File: config.mk
export PLATFORM = sky130hd
export DESIGN_NAME = timed_pulse_slot_table
export DESIGN_NICKNAME = d
export VERILOG_FILES = /design/src/rtl/tpst_pkg.sv /design/src/rtl/tpst_fifo.sv /design/src/rtl/tpst_front.sv /design/src/rtl/tpst_engine.sv /design/src/rtl/timed_pulse_slot_table.sv
export SDC_FILE = /design/constraint.sdc
export NUM_CORES = 2
export LEC_CHECK = 0
export ABC_CLOCK_PERIOD_IN_PS = 11900
export BUFFER_PORTS_ARGS = -buffer_cell sky130_fd_sc_hd__buf_2
export CELL_PAD_IN_SITES_DETAIL_PLACEMENT = 0
export CELL_PAD_IN_SITES_GLOBAL_PLACEMENT = 1
export CORE_MARGIN = 4
export CORE_UTILIZATION = 55
export CTS_CLUSTER_SIZE = 14
export DETAILED_ROUTE_END_ITERATION = 16
export PLACE_DENSITY = 0.8
export SLEW_MARGIN = 20
export SYNTH_ARGS = -nofsm -noshare
export SYNTH_HDL_FRONTEND = slang
export SYNTH_HIERARCHICAL = 1
export SYNTH_SLANG_ARGS = --single-unit
File: constraint.sdc
create_clock -name clk -period 11.9 [get_ports clk]
set_input_delay 1.19 -clock clk [delete_from_list [all_inputs] [get_ports clk]]
set_output_delay 1.19 -clock clk [all_outputs]
set_load 0.005 [all_outputs]
File: src/rtl/tpst_pkg.sv
`timescale 1ns / 1ps
`default_nettype none

package tpst_pkg;

    localparam int SLOTS_DEFAULT = 32;
    localparam int PORTS_DEFAULT = 16;
    localparam int MAX_RESULTS   = 32;

    localparam logic [11:0] ON_LEVEL_RESET = 12'd4000;

    // register index, taken from paddr[2]
    localparam logic REG_ON_LEVEL = 1'b0;

    typedef enum logic
    {
        OP_START = 1'b0,
        OP_TICK  = 1'b1
    } op_t;

    typedef enum logic [1:0]
    {
        ST_ON   = 2'd0,
        ST_OFF  = 2'd1,
        ST_DROP = 2'd2
    } status_t;

    // command word from front to back: stamp is the expiry for a start,
    // the current time for a tick
    typedef struct packed
    {
        op_t         op;
        logic [3:0]  port;
        logic [31:0] stamp;
    } cmd_t;

    typedef struct packed
    {
        logic [3:0]  port;
        logic [11:0] level;
        status_t     status;
        logic        last;
    } res_t;

endpackage

`default_nettype wire

File: src/rtl/tpst_fifo.sv
`timescale 1ns / 1ps
`default_nettype none

module tpst_fifo #(
    parameter int WIDTH = 8,
    parameter int DEPTH = 2
) (
    input  wire logic             clk,
    input  wire logic             rst_n,
    input  wire logic             push,
    input  wire logic [WIDTH-1:0] wdata,
    output logic                  full,
    input  wire logic             pop,
    output logic [WIDTH-1:0]      rdata,
    output logic                  empty
);

    localparam int PTR_W = (DEPTH > 1) ? $clog2(DEPTH) : 1;
    localparam int CNT_W = $clog2(DEPTH + 1);

    logic [WIDTH-1:0] store_reg [DEPTH];
    logic [PTR_W-1:0] wr_ptr_reg;
    logic [PTR_W-1:0] rd_ptr_reg;
    logic [CNT_W-1:0] count_reg;
    logic             do_push;
    logic             do_pop;
    logic [PTR_W-1:0] wr_ptr_next;
    logic [PTR_W-1:0] rd_ptr_next;

    assign full    = (count_reg == CNT_W'(DEPTH));
    assign empty   = (count_reg == '0);
    assign do_push = push && !full;
    assign do_pop  = pop && !empty;
    assign rdata   = store_reg[rd_ptr_reg];

    assign wr_ptr_next = (wr_ptr_reg == PTR_W'(DEPTH - 1)) ? '0 : wr_ptr_reg + 1'b1;
    assign rd_ptr_next = (rd_ptr_reg == PTR_W'(DEPTH - 1)) ? '0 : rd_ptr_reg + 1'b1;

    always_ff @(posedge clk)
    begin
        if (do_push)
        begin
            store_reg[wr_ptr_reg] <= wdata;
        end
    end

    always_ff @(posedge clk or negedge rst_n)
    begin
        if (!rst_n)
        begin
            wr_ptr_reg <= '0;
            rd_ptr_reg <= '0;
            count_reg  <= '0;
        end
        else
        begin
            if (do_push)
            begin
                wr_ptr_reg <= wr_ptr_next;
            end
            if (do_pop)
            begin
                rd_ptr_reg <= rd_ptr_next;
            end
            if (do_push && !do_pop)
            begin
                count_reg <= count_reg + 1'b1;
            end
            else if (do_pop && !do_push)
            begin
                count_reg <= count_reg - 1'b1;
            end
        end
    end

endmodule

`default_nettype wire

File: src/rtl/tpst_front.sv
`timescale 1ns / 1ps
`default_nettype none

module tpst_front #(
    parameter int PORTS = tpst_pkg::PORTS_DEFAULT
) (
    input  wire logic        push,
    output logic             full,
    input  wire logic        operation,
    input  wire logic [3:0]  port,
    input  wire logic [15:0] duration_ms,
    input  wire logic [31:0] now_ms,
    input  wire logic        cmd_full,
    output logic             cmd_push,
    output tpst_pkg::cmd_t   cmd_data
);

    // port modulo PORTS by repeated subtraction on a 4-bit value
    function automatic logic [3:0] port_wrap(input logic [3:0] v);
        logic [3:0] r;
        r = v;
        for (int k = 0; k < 8; k++)
        begin
            if ({1'b0, r} >= 5'(PORTS))
            begin
                r = r - 4'(PORTS);
            end
        end
        return r;
    endfunction

    tpst_pkg::op_t op;

    assign op       = tpst_pkg::op_t'(operation);
    assign full     = cmd_full;
    assign cmd_push = push && !cmd_full;

    always_comb
    begin
        cmd_data.op   = op;
        cmd_data.port = port_wrap(port);
        if (op == tpst_pkg::OP_START)
        begin
            cmd_data.stamp = now_ms + {16'd0, duration_ms};
        end
        else
        begin
            cmd_data.stamp = now_ms;
        end
    end

endmodule

`default_nettype wire

File: src/rtl/tpst_engine.sv
`timescale 1ns / 1ps
`default_nettype none

module tpst_engine #(
    parameter int SLOTS = tpst_pkg::SLOTS_DEFAULT
) (
    input  wire logic           clk,
    input  wire logic           rst_n,
    input  wire logic           cmd_empty,
    input  wire tpst_pkg::cmd_t cmd_data,
    output logic                cmd_pop,
    input  wire logic [11:0]    on_level,
    input  wire logic           res_full,
    output logic                res_push,
    output tpst_pkg::res_t      res_data
);

    localparam int CNT_W = $clog2(SLOTS + 1);
    localparam int IDX_W = (SLOTS > 1) ? $clog2(SLOTS) : 1;
    localparam int N_W   = $clog2(tpst_pkg::MAX_RESULTS + 1);

    typedef enum logic [1:0]
    {
        IDLE,
        FIND,
        SCAN,
        CMP
    } state_t;

    state_t          state_reg;
    logic [CNT_W-1:0] idx_reg;
    logic [N_W-1:0]   cnt_reg;
    tpst_pkg::cmd_t   cmd_reg;
    logic [SLOTS-1:0] used_reg;
    logic             pend_valid_reg;
    logic [3:0]       pend_port_reg;
    logic             res_valid_reg;
    tpst_pkg::res_t   res_reg;

    logic [3:0]       port_mem [SLOTS];
    logic [31:0]      exp_mem  [SLOTS];
    logic [3:0]       port_rd_reg;
    logic [31:0]      exp_rd_reg;

    logic [IDX_W-1:0] idx;
    logic [CNT_W-1:0] idx_next;
    logic             can_emit;
    logic             mem_we;
    logic             expired;
    logic             res_load;

    assign idx      = idx_reg[IDX_W-1:0];
    assign idx_next = idx_reg + 1'b1;
    assign can_emit = !res_valid_reg || !res_full;
    assign cmd_pop  = (state_reg == IDLE) && !cmd_empty;
    assign res_push = res_valid_reg;
    assign res_data = res_reg;
    assign mem_we   = (state_reg == FIND) && !used_reg[idx] && can_emit;
    assign expired  = (exp_rd_reg <= cmd_reg.stamp);

    // a new word goes into the output register this cycle
    always_comb
    begin
        case (state_reg)
            FIND:
            begin
                res_load = can_emit && (!used_reg[idx] || (idx_reg == CNT_W'(SLOTS - 1)));
            end
            SCAN:
            begin
                res_load = (idx_reg == CNT_W'(SLOTS)) && pend_valid_reg && can_emit;
            end
            CMP:
            begin
                res_load = expired && pend_valid_reg && can_emit;
            end
            default:
            begin
                res_load = 1'b0;
            end
        endcase
    end

    // slot storage, read address follows the scan index
    always_ff @(posedge clk)
    begin
        if (mem_we)
        begin
            port_mem[idx] <= cmd_reg.port;
            exp_mem[idx]  <= cmd_reg.stamp;
        end
        port_rd_reg <= port_mem[idx];
        exp_rd_reg  <= exp_mem[idx];
    end

    always_ff @(posedge clk or negedge rst_n)
    begin
        if (!rst_n)
        begin
            state_reg      <= IDLE;
            idx_reg        <= '0;
            cnt_reg        <= '0;
            used_reg       <= '0;
            pend_valid_reg <= 1'b0;
            res_valid_reg  <= 1'b0;
        end
        else
        begin
            if (res_load)
            begin
                res_valid_reg <= 1'b1;
            end
            else if (!res_full)
            begin
                res_valid_reg <= 1'b0;
            end

            case (state_reg)
                IDLE:
                begin
                    if (!cmd_empty)
                    begin
                        cmd_reg <= cmd_data;
                        idx_reg <= '0;
                        cnt_reg <= '0;
                        if (cmd_data.op == tpst_pkg::OP_START)
                        begin
                            state_reg <= FIND;
                        end
                        else
                        begin
                            state_reg <= SCAN;
                        end
                    end
                end

                FIND:
                begin
                    if (!used_reg[idx])
                    begin
                        if (can_emit)
                        begin
                            used_reg[idx]  <= 1'b1;
                            res_reg.port   <= cmd_reg.port;
                            res_reg.level  <= on_level;
                            res_reg.status <= tpst_pkg::ST_ON;
                            res_reg.last   <= 1'b1;
                            state_reg      <= IDLE;
                        end
                    end
                    else if (idx_reg == CNT_W'(SLOTS - 1))
                    begin
                        // table full
                        if (can_emit)
                        begin
                            res_reg.port   <= cmd_reg.port;
                            res_reg.level  <= '0;
                            res_reg.status <= tpst_pkg::ST_DROP;
                            res_reg.last   <= 1'b1;
                            state_reg      <= IDLE;
                        end
                    end
                    else
                    begin
                        idx_reg <= idx_next;
                    end
                end

                SCAN:
                begin
                    if (idx_reg == CNT_W'(SLOTS))
                    begin
                        if (!pend_valid_reg)
                        begin
                            state_reg <= IDLE;
                        end
                        else if (can_emit)
                        begin
                            res_reg.port   <= pend_port_reg;
                            res_reg.level  <= '0;
                            res_reg.status <= tpst_pkg::ST_OFF;
                            res_reg.last   <= 1'b1;
                            pend_valid_reg <= 1'b0;
                            state_reg      <= IDLE;
                        end
                    end
                    else if (used_reg[idx] && (cnt_reg < N_W'(tpst_pkg::MAX_RESULTS)))
                    begin
                        state_reg <= CMP;
                    end
                    else
                    begin
                        idx_reg <= idx_next;
                    end
                end

                CMP:
                begin
                    if (!expired)
                    begin
                        idx_reg   <= idx_next;
                        state_reg <= SCAN;
                    end
                    else if (!pend_valid_reg || can_emit)
                    begin
                        // the held turn-off is not the final one, a later slot expired
                        if (pend_valid_reg)
                        begin
                            res_reg.port   <= pend_port_reg;
                            res_reg.level  <= '0;
                            res_reg.status <= tpst_pkg::ST_OFF;
                            res_reg.last   <= 1'b0;
                        end
                        pend_valid_reg <= 1'b1;
                        pend_port_reg  <= port_rd_reg;
                        used_reg[idx]  <= 1'b0;
                        cnt_reg        <= cnt_reg + 1'b1;
                        idx_reg        <= idx_next;
                        state_reg      <= SCAN;
                    end
                end

                default:
                begin
                    state_reg <= IDLE;
                end
            endcase
        end
    end

endmodule

`default_nettype wire

File: src/rtl/timed_pulse_slot_table.sv
// a start searches the slots from index 0 upward and takes the lowest free slot, or is dropped
// if none is free; a tick scans every slot, one memory read for each used slot that it checks;
// the slot scan is sequential, and the engine takes no new command until the current one is done
// reset: rst_n clears the queues, frees every slot and sets on_level to 4000; slot memories
// are not cleared and need no pass after reset
`timescale 1ns / 1ps
`default_nettype none

module timed_pulse_slot_table #(
    parameter int SLOTS = tpst_pkg::SLOTS_DEFAULT,
    parameter int PORTS = tpst_pkg::PORTS_DEFAULT
) (
    input  wire logic        clk,
    input  wire logic        rst_n,
    input  wire logic        psel,
    input  wire logic        penable,
    input  wire logic        pwrite,
    input  wire logic [2:0]  paddr,
    input  wire logic [31:0] pwdata,
    output logic [31:0]      prdata,
    output logic             pready,
    input  wire logic        push,
    output logic             full,
    input  wire logic        operation,
    input  wire logic [3:0]  port,
    input  wire logic [15:0] duration_ms,
    input  wire logic [31:0] now_ms,
    output logic             empty,
    input  wire logic        pop,
    output logic [3:0]       out_port,
    output logic [11:0]      drive_level,
    output logic [1:0]       status,
    output logic             last
);

    localparam int CMD_W = $bits(tpst_pkg::cmd_t);
    localparam int RES_W = $bits(tpst_pkg::res_t);

    logic [11:0]      on_level_reg;
    logic             cfg_wr;

    logic             cmd_full;
    logic             cmd_push;
    tpst_pkg::cmd_t   cmd_wdata;
    logic [CMD_W-1:0] cmd_rbits;
    logic             cmd_empty;
    logic             cmd_pop;

    logic             res_full;
    logic             res_push;
    tpst_pkg::res_t   res_wdata;
    logic [RES_W-1:0] res_rbits;
    tpst_pkg::res_t   res_head;

    assign pready = 1'b1;
    assign cfg_wr = psel && penable && pwrite && pready && (paddr[2] == tpst_pkg::REG_ON_LEVEL);
    assign prdata = (paddr[2] == tpst_pkg::REG_ON_LEVEL) ? {20'd0, on_level_reg} : '0;

    always_ff @(posedge clk or negedge rst_n)
    begin
        if (!rst_n)
        begin
            on_level_reg <= tpst_pkg::ON_LEVEL_RESET;
        end
        else if (cfg_wr)
        begin
            on_level_reg <= pwdata[11:0];
        end
    end

    tpst_front #(
        .PORTS(PORTS)
    ) u_front (
        .push       (push),
        .full       (full),
        .operation  (operation),
        .port       (port),
        .duration_ms(duration_ms),
        .now_ms     (now_ms),
        .cmd_full   (cmd_full),
        .cmd_push   (cmd_push),
        .cmd_data   (cmd_wdata)
    );

    tpst_fifo #(
        .WIDTH(CMD_W),
        .DEPTH(2)
    ) u_cmd_q (
        .clk  (clk),
        .rst_n(rst_n),
        .push (cmd_push),
        .wdata(cmd_wdata),
        .full (cmd_full),
        .pop  (cmd_pop),
        .rdata(cmd_rbits),
        .empty(cmd_empty)
    );

    tpst_engine #(
        .SLOTS(SLOTS)
    ) u_engine (
        .clk      (clk),
        .rst_n    (rst_n),
        .cmd_empty(cmd_empty),
        .cmd_data (tpst_pkg::cmd_t'(cmd_rbits)),
        .cmd_pop  (cmd_pop),
        .on_level (on_level_reg),
        .res_full (res_full),
        .res_push (res_push),
        .res_data (res_wdata)
    );

    tpst_fifo #(
        .WIDTH(RES_W),
        .DEPTH(2)
    ) u_res_q (
        .clk  (clk),
        .rst_n(rst_n),
        .push (res_push),
        .wdata(res_wdata),
        .full (res_full),
        .pop  (pop),
        .rdata(res_rbits),
        .empty(empty)
    );

    assign res_head    = tpst_pkg::res_t'(res_rbits);
    assign out_port    = res_head.port;
    assign drive_level = res_head.level;
    assign status      = res_head.status;
    assign last        = res_head.last;

endmodule

`default_nettype wire

==> flow_metrics.env <==
export IMPL_status="finished clean"
export IMPL_gp_congestion=0.838
export IMPL_synth_top_family_by_area="multiplexers"
export IMPL_critPathBufInv=3
export IMPL_synth_cells=2774
export IMPL_dp_worst_setup_slack_ns=6.03
export IMPL_synthFlopType="edfxtp_1"
export IMPL_period_share_pct=45.2
export IMPL_dr_pass1_iters=6
export IMPL_io_buffers=105
export IMPL_max_freq_ghz=0.186
export IMPL_cellLeakagePower_nw=20.5
export IMPL_post_cts_resized=0
export IMPL_dp_cells=4137
export IMPL_cp_required_ns=12.26
export IMPL_holdBufCountCts=0
export IMPL_synth_top_area_share_pct=71.1
export IMPL_slew_headroom_pct=21.9
export IMPL_cp_end_kind="flop"
export IMPL_layoutNonFillerInstCount=4402
export IMPL_crit_chain="buf_16 -> buf_6 -> mux2i_1 -> o32ai_1 -> mux2i_2 -> o211ai_4 -> nor3_4 -> nand2_2 -> nor2_4 -> buf_4"
export IMPL_drive_gt1_share_pct=26.1
export IMPL_clock_sink_count=1427
export IMPL_synth_edff_count=1323
export IMPL_synthTopCellsByCount="edfxtp_1 (1323), mux4_2 (288), a22oi_1 (144)"
export IMPL_drt_wl_total_um=132000
export IMPL_holdWs_ns=0.411
export IMPL_ant_nets=0
export IMPL_largest_reg_flops=1024
export IMPL_die_h_um=327
export IMPL_avgSynthCellArea_um2=20.1
export IMPL_netlist_area_um2=55900
export IMPL_max_cap_violations=0
export IMPL_crit_type="flop to flop"
export IMPL_worst_slew_pin_slew_ns=1.16
export IMPL_drt_iter0_drc=3517
export IMPL_clockRootBuffer="clkbuf_16"
export IMPL_fillers=6813
export IMPL_fin_nets=3077
export IMPL_post_dp_cell_area_um2=58000
export IMPL_p_per_area_nw_per_um2=213
export IMPL_cts_buffer_depth=3
export IMPL_hold_path_class="flop to flop"
export IMPL_setup_ws_ns=6.53
export IMPL_slowest_delay_ns=0.76
export IMPL_fin_setup_tns_ns=0
export IMPL_fp_row_count=116
export IMPL_yosys_register_bits=1427
export IMPL_wl_per_cell_um=29.9
export IMPL_vias=28187
export IMPL_viasPerCell=6.40
export IMPL_hpwl_um=64300
export IMPL_yosys_top_cells_area="edfxtp_1 (71%), mux4_2 (12%), dfrtp_1 (2.8%)"
export IMPL_grt_pass1_vias=28204
export IMPL_synth_xor_xnor_area_share_pct=0.611
export IMPL_slowest_stage="dfrtp_4"
export IMPL_seq_area_um2=42200
export IMPL_critPathLaunchType="flop"
export IMPL_synth_adder_area_share_pct=1.27
export IMPL_cts_tree="done"
export IMPL_setup_viol=0
export IMPL_clock_skew_ns=0.0327
export IMPL_globalRoute_totalOverflow=0
export IMPL_crit_family="buffers and inverters"
export IMPL_synth_compound_area_share_pct=4.12
export IMPL_rsz0062_at_grt="false"
export IMPL_yosysTopAreaCell="edfxtp_1"
export IMPL_initial_utilization_pct=55.7
export IMPL_grt_usage_pct=24.9
export IMPL_grt_pass1_wl_um=192000
export IMPL_multi_input_area_um2=13000
export IMPL_dieArea_um2=107000
export IMPL_cts_buffers=142
export IMPL_synth_mux_area_share_pct=13.7
export IMPL_irDropWorstVdd_mv=0.142
export IMPL_areaGrowthSynthToFinish_pct=12.0
export IMPL_crit_fanout=54
export IMPL_cts_htree_levels=4
export IMPL_drc=0
export IMPL_hold_viol_final=0
export IMPL_pin_count=149
export IMPL_grt_max_degree=118
export IMPL_finalCriticalPeriod_ns=5.37
export IMPL_finalInstanceArea_um2=62600
export IMPL_ys_async_sr_fraction_pct=4.77
export IMPL_cp_arrival_ns=5.74
export IMPL_antenna_found_initial=0
export IMPL_clock_latency_ns=0.75
export IMPL_clk_pin_slew_ns=0.06
export IMPL_ys_seq_area_share_pct=75.4
export IMPL_post_cts_buffers=0
export IMPL_dieWidth_um=327
export IMPL_yosys_warnings=6
export IMPL_synthSimpleGateAreaFrac_pct=2.90
export IMPL_core_area_um2=100000
export IMPL_ys_types=81
export IMPL_drv_slew=0
export IMPL_synth_most_common_cell="edfxtp_1"
[power breakdown]
| part | internal (W) | total, W | switching, W |
|---|---|---|---|
| combinational | 0.00138 | 0.00297 | 0.00158 |
| clock | 0.00245 | 0.00431 | 0.00186 |
| sequential | 0.00574 | 0.00603 | 0.000288 |
[path summary, 6_finish.rpt]
path | from | cells after the start | slack (ns) | to
min in group asynchronous | rst_n | 2 | 0.68 | u_cmd_q/rd_ptr_reg$_DFFE_PN0P_
worst max register to register | u_engine/idx_reg[0]$_DFFE_PN0P_ | 10 | 6.53 | u_engine/exp_mem[16][29]$_DFFE_PP_
worst min-delay path | u_engine/port_rd_reg[0]$_DFF_P_ | 0 | 0.41 | u_engine/pend_port_reg[0]$_DFFE_PP_
worst max-delay path | u_engine/idx_reg[0]$_DFFE_PN0P_ | 10 | 6.53 | u_engine/exp_mem[16][29]$_DFFE_PP_
worst min register to register | u_engine/port_rd_reg[0]$_DFF_P_ | 0 | 0.41 | u_engine/pend_port_reg[0]$_DFFE_PP_
max in group asynchronous | rst_n | 2 | 10.58 | u_engine/idx_reg[0]$_DFFE_PN0P_
[cells by family after synthesis]
logic type | count (synthesis)
AO/OA/AOI/OAI | 325
AND/OR/NAND/NOR | 316
buffers and inverters | 224
adder cells (fa/ha/maj) | 56
other | 2
multiplexers | 385
XOR/XNOR | 39
flip-flops | 1427
[per-layer routing]
layer | GRT usage, % | wire length [µm] | up-vias
li1 | - | - | 11635
met1 | 34.8 | 49900 | 14786
met2 | 40.3 | 64500 | 1522
met3 | 4.38 | 12800 | 244
met4 | 8.26 | 4320 | 0
met5 | 0 | 0 | -
[layout by cell type, fill, tap and decap left out, types with 7 or more instances in the layout]
cell | Yosys | routed
xor2_1 | 20 | 20
nand2_1 | 79 | 79
a21o_1 | 10 | 10
mux2_1 | 21 | 21
nand3_1 | 18 | 18
edfxtp_1 | 1323 | 1323
buf_4 | 31 | 49
mux2i_1 | 20 | 20
nand2b_1 | 12 | 12
dfxtp_1 | 36 | 36
clkinv_1 | 1 | 18
inv_1 | 53 | 53
and3_1 | 11 | 7
clkinv_2 | 0 | 22
clkbuf_8 | 0 | 13
ha_1 | 55 | 55
clkbuf_1 | 76 | 40
conb_1 | 2 | 21
xnor2_1 | 19 | 19
mux4_2 | 288 | 288
mux2_2 | 25 | 25
nor2_1 | 81 | 46
o21ai_0 | 41 | 41
nand4_1 | 50 | 50
nor2_4 | 0 | 35
buf_2 | 40 | 105
clkbuf_16 | 0 | 142
a21oi_1 | 30 | 30
nor2b_1 | 16 | 16
dfrtp_1 | 62 | 59
nor3_1 | 9 | 8
o21ai_1 | 46 | 46
mux2_4 | 30 | 30
a22oi_1 | 144 | 144
a211oi_1 | 8 | 8
[layout make-up]
type / instances / area share (%)
Antenna cell: 2 / 0.00799
Clock buffer: 195 / 6.20
Clock inverter: 66 / 1.08
Inverter: 55 / 0.330
Multi-Input combinational cell: 1142 / 20.8
Sequential cell: 1427 / 67.3
Tap cell: 1357 / 2.71
Timing Repair Buffer: 158 / 1.56
[through the flow]
step / power (W) / util, %
after floorplan: 0.00824 / -
after global placement: 0.00903 / 57.7
after detailed placement: 0.00907 / 57.7
after CTS: 0.0134 / 62.3
after global routing: 0.0138 / 62.3
final: 0.0133 / 62.3
Power figures use the tool's default switching activity.
